--- config.mk ---
export PLATFORM = sky130hd
export DESIGN_NAME = pidaw_mul
export DESIGN_NICKNAME = d
export VERILOG_FILES = /design/src/sv/pidaw_pkg.sv /design/src/sv/pidaw_mul.sv
export SDC_FILE = /design/constraint.sdc
export NUM_CORES = 2
export LEC_CHECK = 0
export ABC_AREA = 1
export BUFFER_PORTS_ARGS = -buffer_cell sky130_fd_sc_hd__buf_2
export CAP_MARGIN = 20
export CORE_AREA = 2 2 274 276
export CTS_CLUSTER_SIZE = 16
export DETAILED_ROUTE_END_ITERATION = 7
export DIE_AREA = 0 0 276 278
export PLACE_DENSITY = 0.81
export SETUP_SLACK_MARGIN = 0.02
export SLEW_MARGIN = 10
export SYNTH_ARGS = -nofsm -noshare
export SYNTH_HDL_FRONTEND = slang
export SYNTH_SLANG_ARGS = --single-unit
--- constraint.sdc ---
create_clock -name clk -period 22.5 [get_ports clk]
set_clock_uncertainty 0.1 [all_clocks]
set_input_delay 2.25 -clock clk [delete_from_list [all_inputs] [get_ports clk]]
set_output_delay 2.25 -clock clk [all_outputs]
set_load 0.05 [all_outputs]
--- src/sv/pidaw_pkg.sv ---
// ----------------------------------------------------------------------------
// pidaw_pkg: shared types, constants and saturating helpers
// Word widths, saturation bounds, register indexes and divider status.
// ----------------------------------------------------------------------------
package pidaw_pkg;

  localparam int WORD_BITS = 32;
  localparam int EFF_BITS  = (WORD_BITS > 32) ? 32 : ((WORD_BITS < 16) ? 16 : WORD_BITS);

  localparam int DATA_W   = 32;
  localparam int LIMIT_W  = 31;
  localparam int MUL_W    = 33;
  localparam int PROD_W   = 2 * MUL_W;
  localparam int NUM_W    = 64;
  localparam int DIV_STEPS = NUM_W;
  localparam int CNT_W    = $clog2(DIV_STEPS + 1);
  localparam int IDX_W    = 3;
  localparam int FRAC_BITS = 16;

  localparam logic signed [PROD_W-1:0] SAT_HI =
    (PROD_W'(1) <<< (EFF_BITS - 1)) - PROD_W'(1);
  localparam logic signed [PROD_W-1:0] SAT_LO = -SAT_HI - PROD_W'(1);

  localparam logic [LIMIT_W-1:0]      LIMIT_RESET   = LIMIT_W'(65536000);
  localparam logic signed [DATA_W-1:0] CEILING_RESET = DATA_W'(6553600);

  localparam logic [IDX_W-1:0] REG_GAIN_P    = 3'd0;
  localparam logic [IDX_W-1:0] REG_GAIN_I    = 3'd1;
  localparam logic [IDX_W-1:0] REG_GAIN_D    = 3'd2;
  localparam logic [IDX_W-1:0] REG_LIMIT     = 3'd3;
  localparam logic [IDX_W-1:0] REG_FLOOR     = 3'd4;
  localparam logic [IDX_W-1:0] REG_CEILING   = 3'd5;
  localparam logic [IDX_W-1:0] REG_ENABLE    = 3'd6;

  typedef struct packed {
    logic busy;
    logic done;
  } div_status_t;

  // Saturate a wide signed value to the working word.
  function automatic logic signed [DATA_W-1:0] sat_word(input logic signed [PROD_W-1:0] x);
    logic signed [DATA_W-1:0] r;
    if (x > SAT_HI) begin
      r = SAT_HI[DATA_W-1:0];
    end else if (x < SAT_LO) begin
      r = SAT_LO[DATA_W-1:0];
    end else begin
      r = x[DATA_W-1:0];
    end
    return r;
  endfunction

  // Q16.16 product back to Q16.16: floor shift, then saturate.
  function automatic logic signed [DATA_W-1:0] shr_sat(input logic signed [PROD_W-1:0] p);
    logic signed [PROD_W-1:0] s;
    s = p >>> FRAC_BITS;
    return sat_word(s);
  endfunction

endpackage

--- src/sv/pidaw_mul.sv ---
// ----------------------------------------------------------------------------
// pidaw_mul: shared signed multiplier
// One registered 33x33 signed product per cycle.
// ----------------------------------------------------------------------------
module pidaw_mul
  import pidaw_pkg::*;
(
  input  logic                     clk,
  input  logic signed [MUL_W-1:0]  op_a,
  input  logic signed [MUL_W-1:0]  op_b,
  output logic signed [PROD_W-1:0] prod
);

  always_ff @(posedge clk) begin
    prod <= op_a * op_b;
  end

endmodule

==> flow_metrics.tcl <==
set metrics [dict create \
    cts_sinks 66 \
    synth_seq_cells 66 \
    violations "design-rule violations" \
    cts_buffer_depth 2 \
    rsz0062_at_grt "false" \
    critPathArrivalTime_ps 9950 \
    period_minus_slack_ps 9810 \
    crit_required_ps 22640 \
    drive_gt1_share_pct 3.97 \
    io_pins 133 \
    fmax_mhz 102 \
    critical_path.cell_chain "buf_2 -> nand2_1 -> inv_1 -> fa_1 -> fa_1 -> fa_1 -> fa_1 -> fa_1 -> fa_1 -> fa_1 -> inv_1 -> fa_1 -> inv_1 -> ha_1 -> nand2_1 -> nor2_1 -> nand3_1 -> nor2_1 -> o21ai_0 -> nand4_1 -> nand2_1" \
    syn-instance-count 5543 \
    netlist_area_sq_um 43200 \
    finalHoldViolCount 0 \
    antenna_found_initial 9 \
    syn_area_per_cell_sq_um 7.79 \
    numCtsBuffers 9 \
    synth_edf_count 0 \
    first_iter_violations 2702 \
    drc_errors 7 \
    n_fill_cell 6344 \
    largest_reg_flops 66 \
    reg_top3 "prod: 66 flops" \
    ys_seq_area_share_pct 3.06 \
    firstDrtPassIters 8 \
    fin_nets 6860 \
    whs_ps 2370 \
    clkTransAtPathRegs_ps 60 \
    grt_pass1_vias 38300 \
    grt_max_degree 35 \
    hpwl_mm 95.6 \
    io_buffers 132 \
    setup_viol 0 \
    wl_mm 115 \
    cts_tree "built" \
    dr_total_vias 33600 \
    critPathMaxStageDelay_ps 1260 \
    seq_area_sq_um 1320 \
    synth_nets 6972 \
    critPathMaxFanout 33 \
    met3_usage_pct 5.14 \
    tns_ps 0 \
    die_x_microns 276 \
    hold_buffers 0 \
    hold_path.class "input pin to flip-flop" \
    syn_to_final_growth_pct 2.87 \
    grt_use_met2_pct 56.2 \
    gp_congestion 0.970 \
    crit_path_top_delay_cell "fa_1" \
    ys.flop_type "dfxtp_1" \
    yosysWarnings 0 \
    finalCritPeriodShare_pct 43.6 \
    crit_path_frequent_cell "fa_1" \
    core-area_sq_um 73800 \
    die_y_microns 278 \
    status "finished, violations left" \
    place_ws_ps 12360 \
    synth-async-reset-ratio_pct 0 \
    worst_setup_path_end_kind "flip-flop" \
    htreeDepth 3 \
    cts_resized 0 \
    critical_path_class "input pin to flip-flop" \
    antenna_left 0 \
    grt_pass1_wl_mm 193 \
    slew_headroom_pct 31.8 \
    use_met1_pct 37.9 \
    ys_types 35 \
    dieArea_sq_um 76700 \
    top_register "prod" \
    multiInputGateArea_sq_um 33800 \
    wire_per_inst_microns 17.9 \
    overflow 0 \
    maxCapViolCount 0 \
    post_cts_buffers 0 \
    worst_pin_slew_ps 1020 \
    final_util_pct 60.2 \
    grt_busiest_layer "met2" \
    grt_use_total_pct 31.8 \
    num_rows 100 \
    start_util_pct 58.5 \
    vias_per_cell 5.24 \
    setup_ws_ps 12690 \
    start_kind "input pin" \
    cts_root_buffer "clkbuf_16" \
    report.final.slew_viol_count 0 \
]
kinds of logic after synthesis:
kind of cell    synth area share [%]
compound gates                  1.38
xor+xnor                       0.832
fa+ha+maj                       59.4
buf+inv                         18.8
flops                           3.06
simple gates                    16.6
final timing paths:
check	start	endpoint	slack [ps]	depth (start not counted)
hold / removal	op_b[0]	prod[0]$_DFF_P_	2370	3
setup / recovery	op_a[32]	prod[57]$_DFF_P_	12690	21
routing by layer:
metal	share of wire, %	up-vias
li1	-	14700
met2	50	1755
met5	0.076	-
met4	5.4	12
met1	36	16600
met3	8.7	469
cells in the mapped netlist (7+ instances only):
| master | number | area, sq um |
|---|---|---|
| o21ai_0 | 19 | 95.1 |
| nand4_1 | 19 | 119 |
| nand2_2 | 17 | 106 |
| xor2_1 | 37 | 324 |
| nor3_1 | 7 | 35.0 |
| nor2_1 | 131 | 492 |
| a21oi_1 | 61 | 305 |
| fa_1 | 1145 | 22900 |
| nand3_2 | 8 | 80.1 |
| nor2_2 | 20 | 125 |
| inv_1 | 1894 | 7110 |
| dfxtp_1 | 66 | 1320 |
| ha_1 | 217 | 2720 |
| clkbuf_1 | 262 | 983 |
| nand2_1 | 1517 | 5690 |
| nand3_1 | 70 | 350 |
| o21bai_1 | 14 | 105 |
area by class of cell:
type	count	area share (%)
multi-input cells	3319	76.0
clock buffers	11	0.547
clock inverters	5	0.0676
diodes	5	0.0282
inverters	1895	16.0
flip-flops and latches	66	2.97
repair buffers	140	1.64
well taps	969	2.73
worst max-delay path, delay by kind of cell:
kind	cells	cell delay, ps
buffers and inverters	4	800
adder cells (fa/ha/maj)	9	5490
AO/OA/AOI/OAI	1	200
AND/OR/NAND/NOR	7	1150
through the flow:
| step | cell area [sq um] | instances |
|---|---|---|
| 2_1_floorplan | 43200 | 5543 |
| 3_3_place_gp | 44100 | 6388 |
| 3_5_place_dp | 44100 | 6388 |
| 4_1_cts | 44400 | 6404 |
| 5_1_grt | 44400 | 6408 |
| 6_report | 44400 | 6410 |
cell usage in the layout, fill, tap and decap left out, types with 37 or more instances in the layout:
| cell | count |
|---|---|
| inv_1 | 1894 |
| nand2_1 | 1517 |
| fa_1 | 1145 |
| ha_1 | 217 |
| buf_2 | 132 |
| nor2_1 | 131 |
| nand3_1 | 70 |
| dfxtp_1 | 66 |
| a21oi_1 | 61 |
| xor2_1 | 37 |
Power is left out: the tool's default activity adds up to more than one toggle a clock period on the data nets, which glitch-free logic cannot reach.
