==> src/sv/pidaw_pkg.sv <==
// ----------------------------------------------------------------------------
// pidaw_pkg: shared types, constants and saturating helpers
// Word widths, saturation bounds, register indexes and divider status.
// ----------------------------------------------------------------------------
package pidaw_pkg;

  localparam int WORD_BITS = 32;
  localparam int EFF_BITS  = (WORD_BITS > 32) ? 32 : ((WORD_BITS < 16) ? 16 : WORD_BITS);

  localparam int DATA_W   = 32;
  localparam int LIMIT_W  = 31;
  localparam int MUL_W    = 33;
  localparam int PROD_W   = 2 * MUL_W;
  localparam int NUM_W    = 64;
  localparam int DIV_STEPS = NUM_W;
  localparam int CNT_W    = $clog2(DIV_STEPS + 1);
  localparam int IDX_W    = 3;
  localparam int FRAC_BITS = 16;

  localparam logic signed [PROD_W-1:0] SAT_HI =
    (PROD_W'(1) <<< (EFF_BITS - 1)) - PROD_W'(1);
  localparam logic signed [PROD_W-1:0] SAT_LO = -SAT_HI - PROD_W'(1);

  localparam logic [LIMIT_W-1:0]      LIMIT_RESET   = LIMIT_W'(65536000);
  localparam logic signed [DATA_W-1:0] CEILING_RESET = DATA_W'(6553600);

  localparam logic [IDX_W-1:0] REG_GAIN_P    = 3'd0;
  localparam logic [IDX_W-1:0] REG_GAIN_I    = 3'd1;
  localparam logic [IDX_W-1:0] REG_GAIN_D    = 3'd2;
  localparam logic [IDX_W-1:0] REG_LIMIT     = 3'd3;
  localparam logic [IDX_W-1:0] REG_FLOOR     = 3'd4;
  localparam logic [IDX_W-1:0] REG_CEILING   = 3'd5;
  localparam logic [IDX_W-1:0] REG_ENABLE    = 3'd6;

  typedef struct packed {
    logic busy;
    logic done;
  } div_status_t;

  // Saturate a wide signed value to the working word.
  function automatic logic signed [DATA_W-1:0] sat_word(input logic signed [PROD_W-1:0] x);
    logic signed [DATA_W-1:0] r;
    if (x > SAT_HI) begin
      r = SAT_HI[DATA_W-1:0];
    end else if (x < SAT_LO) begin
      r = SAT_LO[DATA_W-1:0];
    end else begin
      r = x[DATA_W-1:0];
    end
    return r;
  endfunction

  // Q16.16 product back to Q16.16: floor shift, then saturate.
  function automatic logic signed [DATA_W-1:0] shr_sat(input logic signed [PROD_W-1:0] p);
    logic signed [PROD_W-1:0] s;
    s = p >>> FRAC_BITS;
    return sat_word(s);
  endfunction

endpackage

==> src/sv/pidaw_div.sv <==
// ----------------------------------------------------------------------------
// pidaw_div: serial signed-by-unsigned divider
// Restoring division, one quotient bit per cycle, truncating toward zero.
// ----------------------------------------------------------------------------
module pidaw_div
  import pidaw_pkg::*;
(
  input  logic                     clk,
  input  logic                     rst,
  input  logic                     start,
  input  logic signed [NUM_W-1:0]  num,
  input  logic        [DATA_W-1:0] den,
  output div_status_t              status,
  output logic signed [DATA_W-1:0] quot
);

  logic              neg;
  logic [NUM_W-1:0]  quo;
  logic [DATA_W-1:0] rem;
  logic [DATA_W-1:0] den_reg;
  logic [CNT_W-1:0]  cnt;
  logic              busy;
  logic              done;
  logic [DATA_W:0]   trial;
  logic              fits;
  logic signed [PROD_W-1:0] signed_q;

  assign trial = {rem, quo[NUM_W-1]};
  assign fits  = trial >= {1'b0, den_reg};

  always_ff @(posedge clk) begin
    if (rst) begin
      busy <= 1'b0;
      done <= 1'b0;
      cnt  <= '0;
    end else begin
      done <= 1'b0;
      if (start) begin
        busy <= 1'b1;
        cnt  <= CNT_W'(DIV_STEPS);
      end else if (busy) begin
        cnt <= cnt - CNT_W'(1);
        if (cnt == CNT_W'(1)) begin
          busy <= 1'b0;
          done <= 1'b1;
        end
      end
    end
  end

  always_ff @(posedge clk) begin
    if (start) begin
      neg     <= num[NUM_W-1];
      quo     <= num[NUM_W-1] ? NUM_W'(-num) : NUM_W'(num);
      rem     <= '0;
      den_reg <= den;
    end else if (busy) begin
      // shift one dividend bit in, subtract where it fits
      if (fits) begin
        rem <= DATA_W'(trial - {1'b0, den_reg});
      end else begin
        rem <= trial[DATA_W-1:0];
      end
      quo <= {quo[NUM_W-2:0], fits};
    end
  end

  always_comb begin
    signed_q = neg ? -PROD_W'({1'b0, quo}) : PROD_W'({1'b0, quo});
    quot     = sat_word(signed_q);
  end

  assign status = '{busy: busy, done: done};

endmodule

==> config.mk <==
export PLATFORM = sky130hd
export DESIGN_NAME = pidaw_div
export DESIGN_NICKNAME = d
export VERILOG_FILES = /design/src/sv/pidaw_pkg.sv /design/src/sv/pidaw_div.sv
export SDC_FILE = /design/constraint.sdc
export NUM_CORES = 1
export LEC_CHECK = 0
export BUFFER_PORTS_ARGS = -buffer_cell sky130_fd_sc_hd__buf_2
export CORE_MARGIN = 5
export CORE_UTILIZATION = 35
export DETAILED_ROUTE_END_ITERATION = 8
export GPL_TIMING_DRIVEN = 0
export SKIP_CTS_REPAIR_TIMING = 1
export SLEW_MARGIN = 20
export SYNTH_ARGS = -nofsm -noshare
export SYNTH_HDL_FRONTEND = slang
export SYNTH_SLANG_ARGS = --single-unit
==> constraint.sdc <==
create_clock -name clk -period 4.5 [get_ports clk]
set_input_delay 0.45 -clock clk [delete_from_list [all_inputs] [get_ports clk]]
set_output_delay 0.45 -clock clk [all_outputs]
set_load 0.02 [all_outputs]
==> flow_summary.toml, run 1 <==
[placement]
place_hpwl_um = 24800
placed_cells = 1740
dp_slack_ps = -352
io_buffers = 132
gp_congestion = 0.923

[power_and_ir_drop]
p_total_mw = 4.15
ir_worst_vdd_v = 0.000230
powerDensity_nw_per_um2 = 329
leakage_nw = 4.89

[synth]
synth-simple-area-share_pct = 19.6
synth_edf_count = 97
ys_ff_latch = 138
synth_adder_area_share_pct = 4.45
synth_compound_gate_area_share_pct = 20.8
ys.flop_type = "edfxtp_1"
synth_cell_type_count = 75
synth.most_common_cell = "nor2_1"
synthArstFlopShare_pct = 0
synth_top_family_by_area = "compound AO/OA/AOI/OAI gates"
synthMuxAreaShare_pct = 2.88
syn_nets = 1353
syn_avg_cell_area_um2 = 8.68
ys_warn_count = 0
synth.yosys.seq_area_share_pct = 35.3
synth_largest_area_cell = "edfxtp_1"
netlist_instances = 1217
synth_xor_area_share_pct = 12.1
synth.area.top_cells = "edfxtp_1, xor2_1, dfxtp_1"
synthTopCellsByCount = "nor2_1, xor2_1, edfxtp_1, a21oi_1, o21ai_0"
synth_area_um2 = 10600
synth.top_cell.area_share_pct = 27.6

[floorplan]
initial_core_util_pct = 35.6
rows = 63
pin_count = 133
die_area_um2 = 33800
core_um2 = 29700
fp.dieW_um = 184
fp.dieH_um = 184

[global_routing]
grt_max_degree = 38
grt_pass1_vias = 9426
grt_pass1_wl_um = 51500
overflow = 0
grt_usage_pct = 19.0
antenna_found_initial = 0

[final_layout]
finalNonFillerCells = 1790
largest_reg_flops = 64
seq_area_um2 = 3730
area_delta_synth_final_pct = 19.3
final_util_pct = 42.4
layout-drive-gt1-share_pct = 18.0
fill_cells = 3008
final_nets = 1523
multiInputGateArea_um2 = 6470
diodes = 0

[setup_path]
cpMaxStageDelayCell = "or4_4"
slowest_delay_ps = 580
crit_fanout = 10
crit_chain = "or4_4 -> nor3_4 -> buf_6 -> nand4_1 -> buf_6 -> o41ai_4 -> xor2_1 -> nand4_1 -> or4b_4 -> nor4_4 -> a41o_4 -> buf_6 -> o21ai_0 -> buf_2"
worst-path-buf-inv = 4
worstSetupPathType = "register to primary output"
r2r_slack_ps = 920
r2r_start = "quo[63]$_DFFE_PP_"
worst_ep_required_time_ps = 4050
start_kind = "register"
cpMostUsedCell = "buf_6"
rr_worst_depth = 13
crit_family = "simple AND/OR/NAND/NOR gates"
r2r_end = "rem[30]$_SDFFE_PP0P_"
crit_path_end_kind = "primary output"
crit_arrival_ps = 4410

[timing]
hold_violations = 0
rsz0062_at_grt = "true"
fmax_mhz = 206
whs_ps = 187
worst_slew_pin_slew_ps = 971
slew_violations = 0
finClkSkew_ps = 11.2
slew_headroom_pct = 35.2
finalSetupViolations = 31
period_needed_ps = 4860
fin_crit_sh_pct = 108
fin_ws_ps = -356

[run_status]
outcome = "finished with violations"
violations = "negative setup slack"

[detailed_routing]
routed-via-count = 9916
drc = 0
wl_per_cell_um = 18.4
vias_per_cell = 5.54
drt-initial-drc-count = 738
antenna_left = 0
dr.pass1.iters = 6
wl_um = 33000

[clocking]
clock-sinks = 138
htreeDepth = 4
clk_pin_slew_ps = 70
cts_buffer_depth = 2
clk-insertion-delay-late_ps = 440
cts_tree = "done"
numCtsBuffers = 17
cts_root_buf = "clkbuf_16"

[min_path]
hold-path-cell-count = 1
whs_endpoint = "den_reg[9]$_DFFE_PP_"
hp-start = "den[9]"
hold_path_class = "primary input to register"

[job]
maxCapViolCount = 0
-- worst register-to-register path, cell delays in order (launching register included) --
cell and delay (ps):
edfxtp_1 450, inv_1 170, ha_1 230, fa_1 220, nor2b_1 70, o31a_1 270, nor3_1 140, o21ai_0 300
a311o_1 460, a21o_1 220, a211o_1 300, a221oi_1 370, xor2_1 180, o21ai_0 100
-- cell usage in the layout (no fill, tap or decap), drive strengths merged, types with 61 or more instances in the layout --
| master | instances |
|---|---|
| o21ai | 91 |
| nand2 | 75 |
| a21oi | 94 |
| xor2 | 119 |
| inv | 61 |
| clkbuf | 84 |
| edfxtp | 97 |
| buf | 162 |
| nor2 | 129 |
-- metrics by stage --
step / TNS [ps] / instance area (µm²)
2_1_floorplan: 0 / 10600
3_3_place_gp: -8610 / 11700
3_5_place_dp: -7590 / 11700
4_1_cts: -22800 / 12300
5_1_grt: -13650 / 12600
6_report: -10190 / 12600
-- where the power goes --
part,switching (mW),internal [mW],total (mW)
Sequential,0.121,1.51,1.63
Combinational,0.674,0.431,1.11
Clock,0.618,0.799,1.42
-- cells by family after synthesis --
group | count (synthesis)
buffers and inverters | 128
flip-flops | 138
XOR/XNOR | 146
multiplexers | 30
adder cells (fa/ha/maj) | 37
AND/OR/NAND/NOR | 399
AO/OA/AOI/OAI | 339
-- layout make-up --
class | instances | share of cell area (%)
multi-input combinational | 951 | 51.3
clock inverter | 11 | 0.843
sequential | 138 | 29.6
timing repair buffer | 152 | 6.56
inverter | 54 | 1.61
clock buffer | 21 | 3.65
tap | 390 | 3.87
buffer | 73 | 2.52
-- layer usage --
layer	part of all wire, %	track usage, %	wire length, µm	up-vias
li1	-	-	-	4826
met1	44	25.7	14600	4716
met2	48	31.3	15700	319
met3	5.4	2.57	1780	55
met4	2.7	6.36	897	0
met5	0	0	0	-
-- worst max path at each step --
stage / slack [ps] / depth (start not counted) / to / startpoint
after floorplan: 520 / 12 / quot[12] / quo[30]$_DFFE_PP_
after global placement: -420 / 13 / quot[0] / quo[46]$_DFFE_PP_
after detailed placement: -350 / 12 / quot[0] / quo[4]$_DFFE_PP_
after CTS: -840 / 12 / quot[0] / quo[24]$_DFFE_PP_
after global routing: -480 / 14 / quot[21] / quo[19]$_DFFE_PP_
final: -360 / 14 / quot[21] / quo[19]$_DFFE_PP_
No activity file was read; power rests on OpenSTA's default activity.
==> inputs of run 2 (changes only) <==
==> constraint.sdc (replaced) <==
create_clock -name clk -period 5.3 [get_ports clk]
set_input_delay 0.53 -clock clk [delete_from_list [all_inputs] [get_ports clk]]
set_output_delay 0.53 -clock clk [all_outputs]
set_load 0.02 [all_outputs]
==> flow_summary.toml, run 2 (synthesized netlist as in run 1, its figures left out) <==
[setup_path]
worst-path-buf-inv = 3
crit_fanout = 10
crit_family = "simple AND/OR/NAND/NOR gates"
crit_path_start = "quo[18]$_DFFE_PP_"
worstSetupPathType = "register to primary output"
worst_ep_required_time_ps = 4770
start_kind = "register"
crit_arrival_ps = 4600
r2r_slack_ps = 1720
cpMaxStageDelayCell = "or4_4"
crit_path_end_kind = "primary output"
r2r_start = "quo[63]$_DFFE_PP_"
crit_chain = "or4_4 -> nor3_4 -> nand4_1 -> buf_6 -> o41ai_4 -> xor2_1 -> nand4_1 -> or4b_1 -> nor4_2 -> a41o_2 -> buf_6 -> o21ai_0 -> buf_2"
slowest_delay_ps = 570

[detailed_routing]
routed-via-count = 9832
drt-initial-drc-count = 734
wl_per_cell_um = 18.4
wl_met3_um = 1730
drc = 0
antenna_left = 0
routedLengthMet1_um = 14700
dr_wl_met2_um = 15500
dr.max_layer_used = "met4"
dr.pass1.iters = 7
wl_um = 32800
vias_per_cell = 5.53

[clocking]
clk_pin_slew_ps = 70
cts_tree = "done"
cts_buffer_depth = 2
numCtsBuffers = 17
cts_root_buf = "clkbuf_16"
clk-insertion-delay-late_ps = 440
htreeDepth = 4
clock-sinks = 138

[power_and_ir_drop]
leakage_nw = 4.78
seqPwrFrac_pct = 39.3
internal-power_mw = 2.32
powerDensity_nw_per_um2 = 283
switching_share_pct = 34.1
ir_worst_vdd_v = 0.000195
p_comb_share_pct = 26.4
p_sw_mw = 1.20
pwr-share-clk_pct = 34.4

[floorplan]
core_um2 = 29700
fp.dieH_um = 184
initial_core_util_pct = 35.6
rows = 63
die_area_um2 = 33800
fp.dieW_um = 184
pin_count = 133

[final_layout]
final_nets = 1511
diodes = 0
area_delta_synth_final_pct = 17.3
layout-drive-gt1-share_pct = 16.1
multiInputGateArea_um2 = 6360
largest_reg_flops = 64
final_common_cell = "buf_2"
fill_cells = 3021
final_util_pct = 41.7
mostFrequentLayoutCells = "buf_2, nor2_1, xor2_1"
seq_area_um2 = 3730

[timing]
worst_slew_pin_slew_ps = 985
slew_headroom_pct = 34.4
fin_crit_sh_pct = 96.9
period_needed_ps = 5130
whs_ps = 266
slew_violations = 0
hold_violations = 0
finalSetupViolations = 0
setup_tns_ps = 0
finClkSkew_ps = 12.4
fmax_mhz = 195
fin_ws_ps = 166

[run_status]
outcome = "completed"

[placement]
io_buffers = 132
gp_congestion = 0.923
place_hpwl_um = 24800
dp_slack_ps = 368

[global_routing]
grt_usage_pct = 19.0
overflow = 0
grt_max_degree = 38
antenna_found_initial = 0
grt_pass1_vias = 9426
grt_pass1_wl_um = 51500

[min_path]
hold_path_class = "primary input to register"
hp-start = "den[9]"

[job]
maxCapViolCount = 0
-- run 2: cell types whose count changed in the layout (fill, tap and decap cells not counted), sizes merged --
| cell | change |
|---|---|
| buf | -12 |
-- run 2: path summary, 6_finish.rpt --
check                               to  cells past startpoint
setup reg to reg  rem[30]$_SDFFE_PP0P_                     13
setup / recovery              quot[29]                     13
hold reg to reg   rem[31]$_SDFFE_PP0P_                      2
hold / removal    den_reg[9]$_DFFE_PP_                      1
-- run 2: metrics by stage --
| step | power (mW) | instance area [µm²] | std cells |
|---|---|---|---|
| after floorplan | 2.02 | 10600 | 1217 |
| after global placement | 2.30 | 11700 | 1739 |
| after detailed placement | 2.31 | 11700 | 1740 |
| after CTS | 3.52 | 12300 | 1772 |
| after global routing | 3.69 | 12400 | 1778 |
| final | 3.51 | 12400 | 1778 |
-- run 2: cell type report --
class | count | area share, %
multi-input cells | 951 | 51.3
flip-flops and latches | 138 | 30.1
repair buffers | 139 | 5.85
well taps | 390 | 3.94
clock buffers | 21 | 3.71
plain buffers | 74 | 2.58
inverters | 54 | 1.63
clock inverters | 11 | 0.858
-- run 2: layer usage --
layer | global-route usage (%) | up-vias
li1 | - | 4787
met1 | 25.7 | 4692
met2 | 31.3 | 298
met3 | 2.57 | 55
met4 | 6.36 | 0
met5 | 0 | -
-- run 2: power by group through the flow --
stage                     registers [mW]  clock network (mW)  logic [mW]
after floorplan                     1.37                   0       0.649
after detailed placement            1.40                   0       0.917
after global routing                1.39                1.28        1.03
final                               1.38                1.21       0.926
after CTS                           1.38                1.23       0.922
after global placement              1.40                   0       0.907
-- run 2: worst register-to-register path, cell delays in order (launching register included) --
cell and delay, ps:
edfxtp_1 450, inv_1 170, ha_1 230, fa_1 220, nor2b_1 70, o31a_1 270, nor3_1 140, o21ai_0 300
a311o_1 460, a21o_1 220, a211o_1 300, a221oi_1 370, xor2_1 170, o21ai_0 100
==> inputs of run 3 (changes only) <==
--- a/config.mk
+++ b/config.mk
@@ -6,10 +6,13 @@
 export NUM_CORES = 1
 export LEC_CHECK = 0
 export BUFFER_PORTS_ARGS = -buffer_cell sky130_fd_sc_hd__buf_2
+export CELL_PAD_IN_SITES_DETAIL_PLACEMENT = 1
+export CELL_PAD_IN_SITES_GLOBAL_PLACEMENT = 1
 export CORE_MARGIN = 5
 export CORE_UTILIZATION = 35
 export DETAILED_ROUTE_END_ITERATION = 8
 export GPL_TIMING_DRIVEN = 0
+export PLACE_DENSITY_LB_ADDON = 0.1
 export SKIP_CTS_REPAIR_TIMING = 1
 export SLEW_MARGIN = 20
 export SYNTH_ARGS = -nofsm -noshare
==> flow_summary.toml, run 3 (synthesized netlist as in run 1, its figures left out) <==
[run_status]
outcome = "completed"

[timing]
fin_crit_sh_pct = 97.7
fmax_mhz = 193
hold_violations = 0
period_needed_ps = 5180
slew_violations = 0
slew_headroom_pct = 37.9
whs_ps = 260
finClkSkew_ps = 10.8
finalSetupViolations = 0
setup_tns_ps = 0
worst_slew_pin_slew_ps = 932

[detailed_routing]
vias_per_cell = 5.57
routed-via-count = 9909
wl_um = 36200
drt-initial-drc-count = 513
dr.pass1.iters = 5
wl_per_cell_um = 20.3
antenna_left = 0
drc = 0

[setup_path]
crit_chain = "or3_1 -> nor3_2 -> nand4_4 -> o41ai_2 -> xor2_1 -> nand4_1 -> or4b_1 -> nor4_2 -> a41o_2 -> buf_6 -> o21ai_1 -> buf_2"
cpMaxStageDelayCell = "nor3_2"
crit_path_end_kind = "primary output"
slowest_delay_ps = 540
worst_ep_required_time_ps = 4770
crit_fanout = 10
start_kind = "register"
crit_arrival_ps = 4650
worstSetupPathType = "register to primary output"

[final_layout]
diodes = 0
mostFrequentLayoutCells = "buf_2, nor2_1, xor2_1"
area_delta_synth_final_pct = 18.2
final_common_cell = "buf_2"
final_nets = 1512
layout-drive-gt1-share_pct = 16.8
largest_reg_flops = 64

[global_routing]
grt.busiest_layer = "met2"
use_met3_pct = 3.46
met1_usage_pct = 26.9
grt_usage_pct = 21.3
overflow = 0
grt_pass1_vias = 10400
antenna_found_initial = 1
grtUsageMet2_pct = 37.9
grt_max_degree = 38
grt_pass1_wl_um = 57000

[power_and_ir_drop]
p_total_mw = 3.59
powerDensity_nw_per_um2 = 287
leakage_nw = 4.80
ir_worst_vdd_v = 0.000236

[clocking]
cts_buffer_depth = 2
htreeDepth = 4
clk-insertion-delay-late_ps = 440
cts_tree = "done"
clock-sinks = 138
clk_pin_slew_ps = 70
cts_root_buf = "clkbuf_16"
numCtsBuffers = 17

[placement]
place_hpwl_um = 27800
gp_congestion = 0.930
io_buffers = 132

[min_path]
hold_path_class = "primary input to register"

[floorplan]
pin_count = 133
fp.dieH_um = 184
die_area_um2 = 33800
initial_core_util_pct = 35.6
rows = 63
fp.dieW_um = 184
core_um2 = 29700

[job]
maxCapViolCount = 0
==> run 3: final cells by class <==
type | count | area (µm²)
fillers | 3543 | 17200
multi-input cells | 951 | 6400
flip-flops and latches | 138 | 3730
repair buffers | 140 | 733
well taps | 390 | 488
clock buffers | 19 | 453
plain buffers | 74 | 322
inverters | 54 | 203
clock inverters | 13 | 156
==> run 3: final timing paths <==
check	startpoint	endpoint	slack (ps)	cells after the start
max	quo[5]$_DFFE_PP_	quot[7]	120	12
min	den[30]	den_reg[30]$_DFFE_PP_	260	1
max reg2reg	quo[63]$_DFFE_PP_	rem[30]$_SDFFE_PP0P_	1660	13
min reg2reg	cnt[0]$_SDFFE_PP0P_	cnt[0]$_SDFFE_PP0P_	490	2
==> run 3: per-layer routing <==
| metal | share of wire [%] | up-vias |
|---|---|---|
| met2 | 51 | 196 |
| met4 | 1.9 | 2 |
| met5 | 0.036 | - |
| li1 | - | 4784 |
| met3 | 3.7 | 43 |
| met1 | 44 | 4884 |
==> run 3: per-stage QoR <==
step / cells / setup slack [ps] / instance area, µm² / util, %
floorplan: 1217 / 1240 / 10600 / -
global placement: 1739 / 131 / 11700 / 39.4
finish: 1779 / 119 / 12500 / 42.0
detailed placement: 1740 / 211 / 11700 / 39.5
global route: 1779 / -14.9 / 12500 / 42.0
CTS: 1772 / -296 / 12400 / 41.6
==> run 3: worst max-delay path, delay by kind of cell (launching register included) <==
family | cells | cell delay (ps)
buffers and inverters | 2 | 360
AO/OA/AOI/OAI | 3 | 770
flip-flops | 1 | 440
XOR/XNOR | 1 | 330
AND/OR/NAND/NOR | 6 | 2290
==> run 3: power by group <==
part           internal (mW)  switching (mW)
logic                  0.360           0.582
clock network          0.730           0.536
registers               1.28          0.0988
total                   2.37            1.22
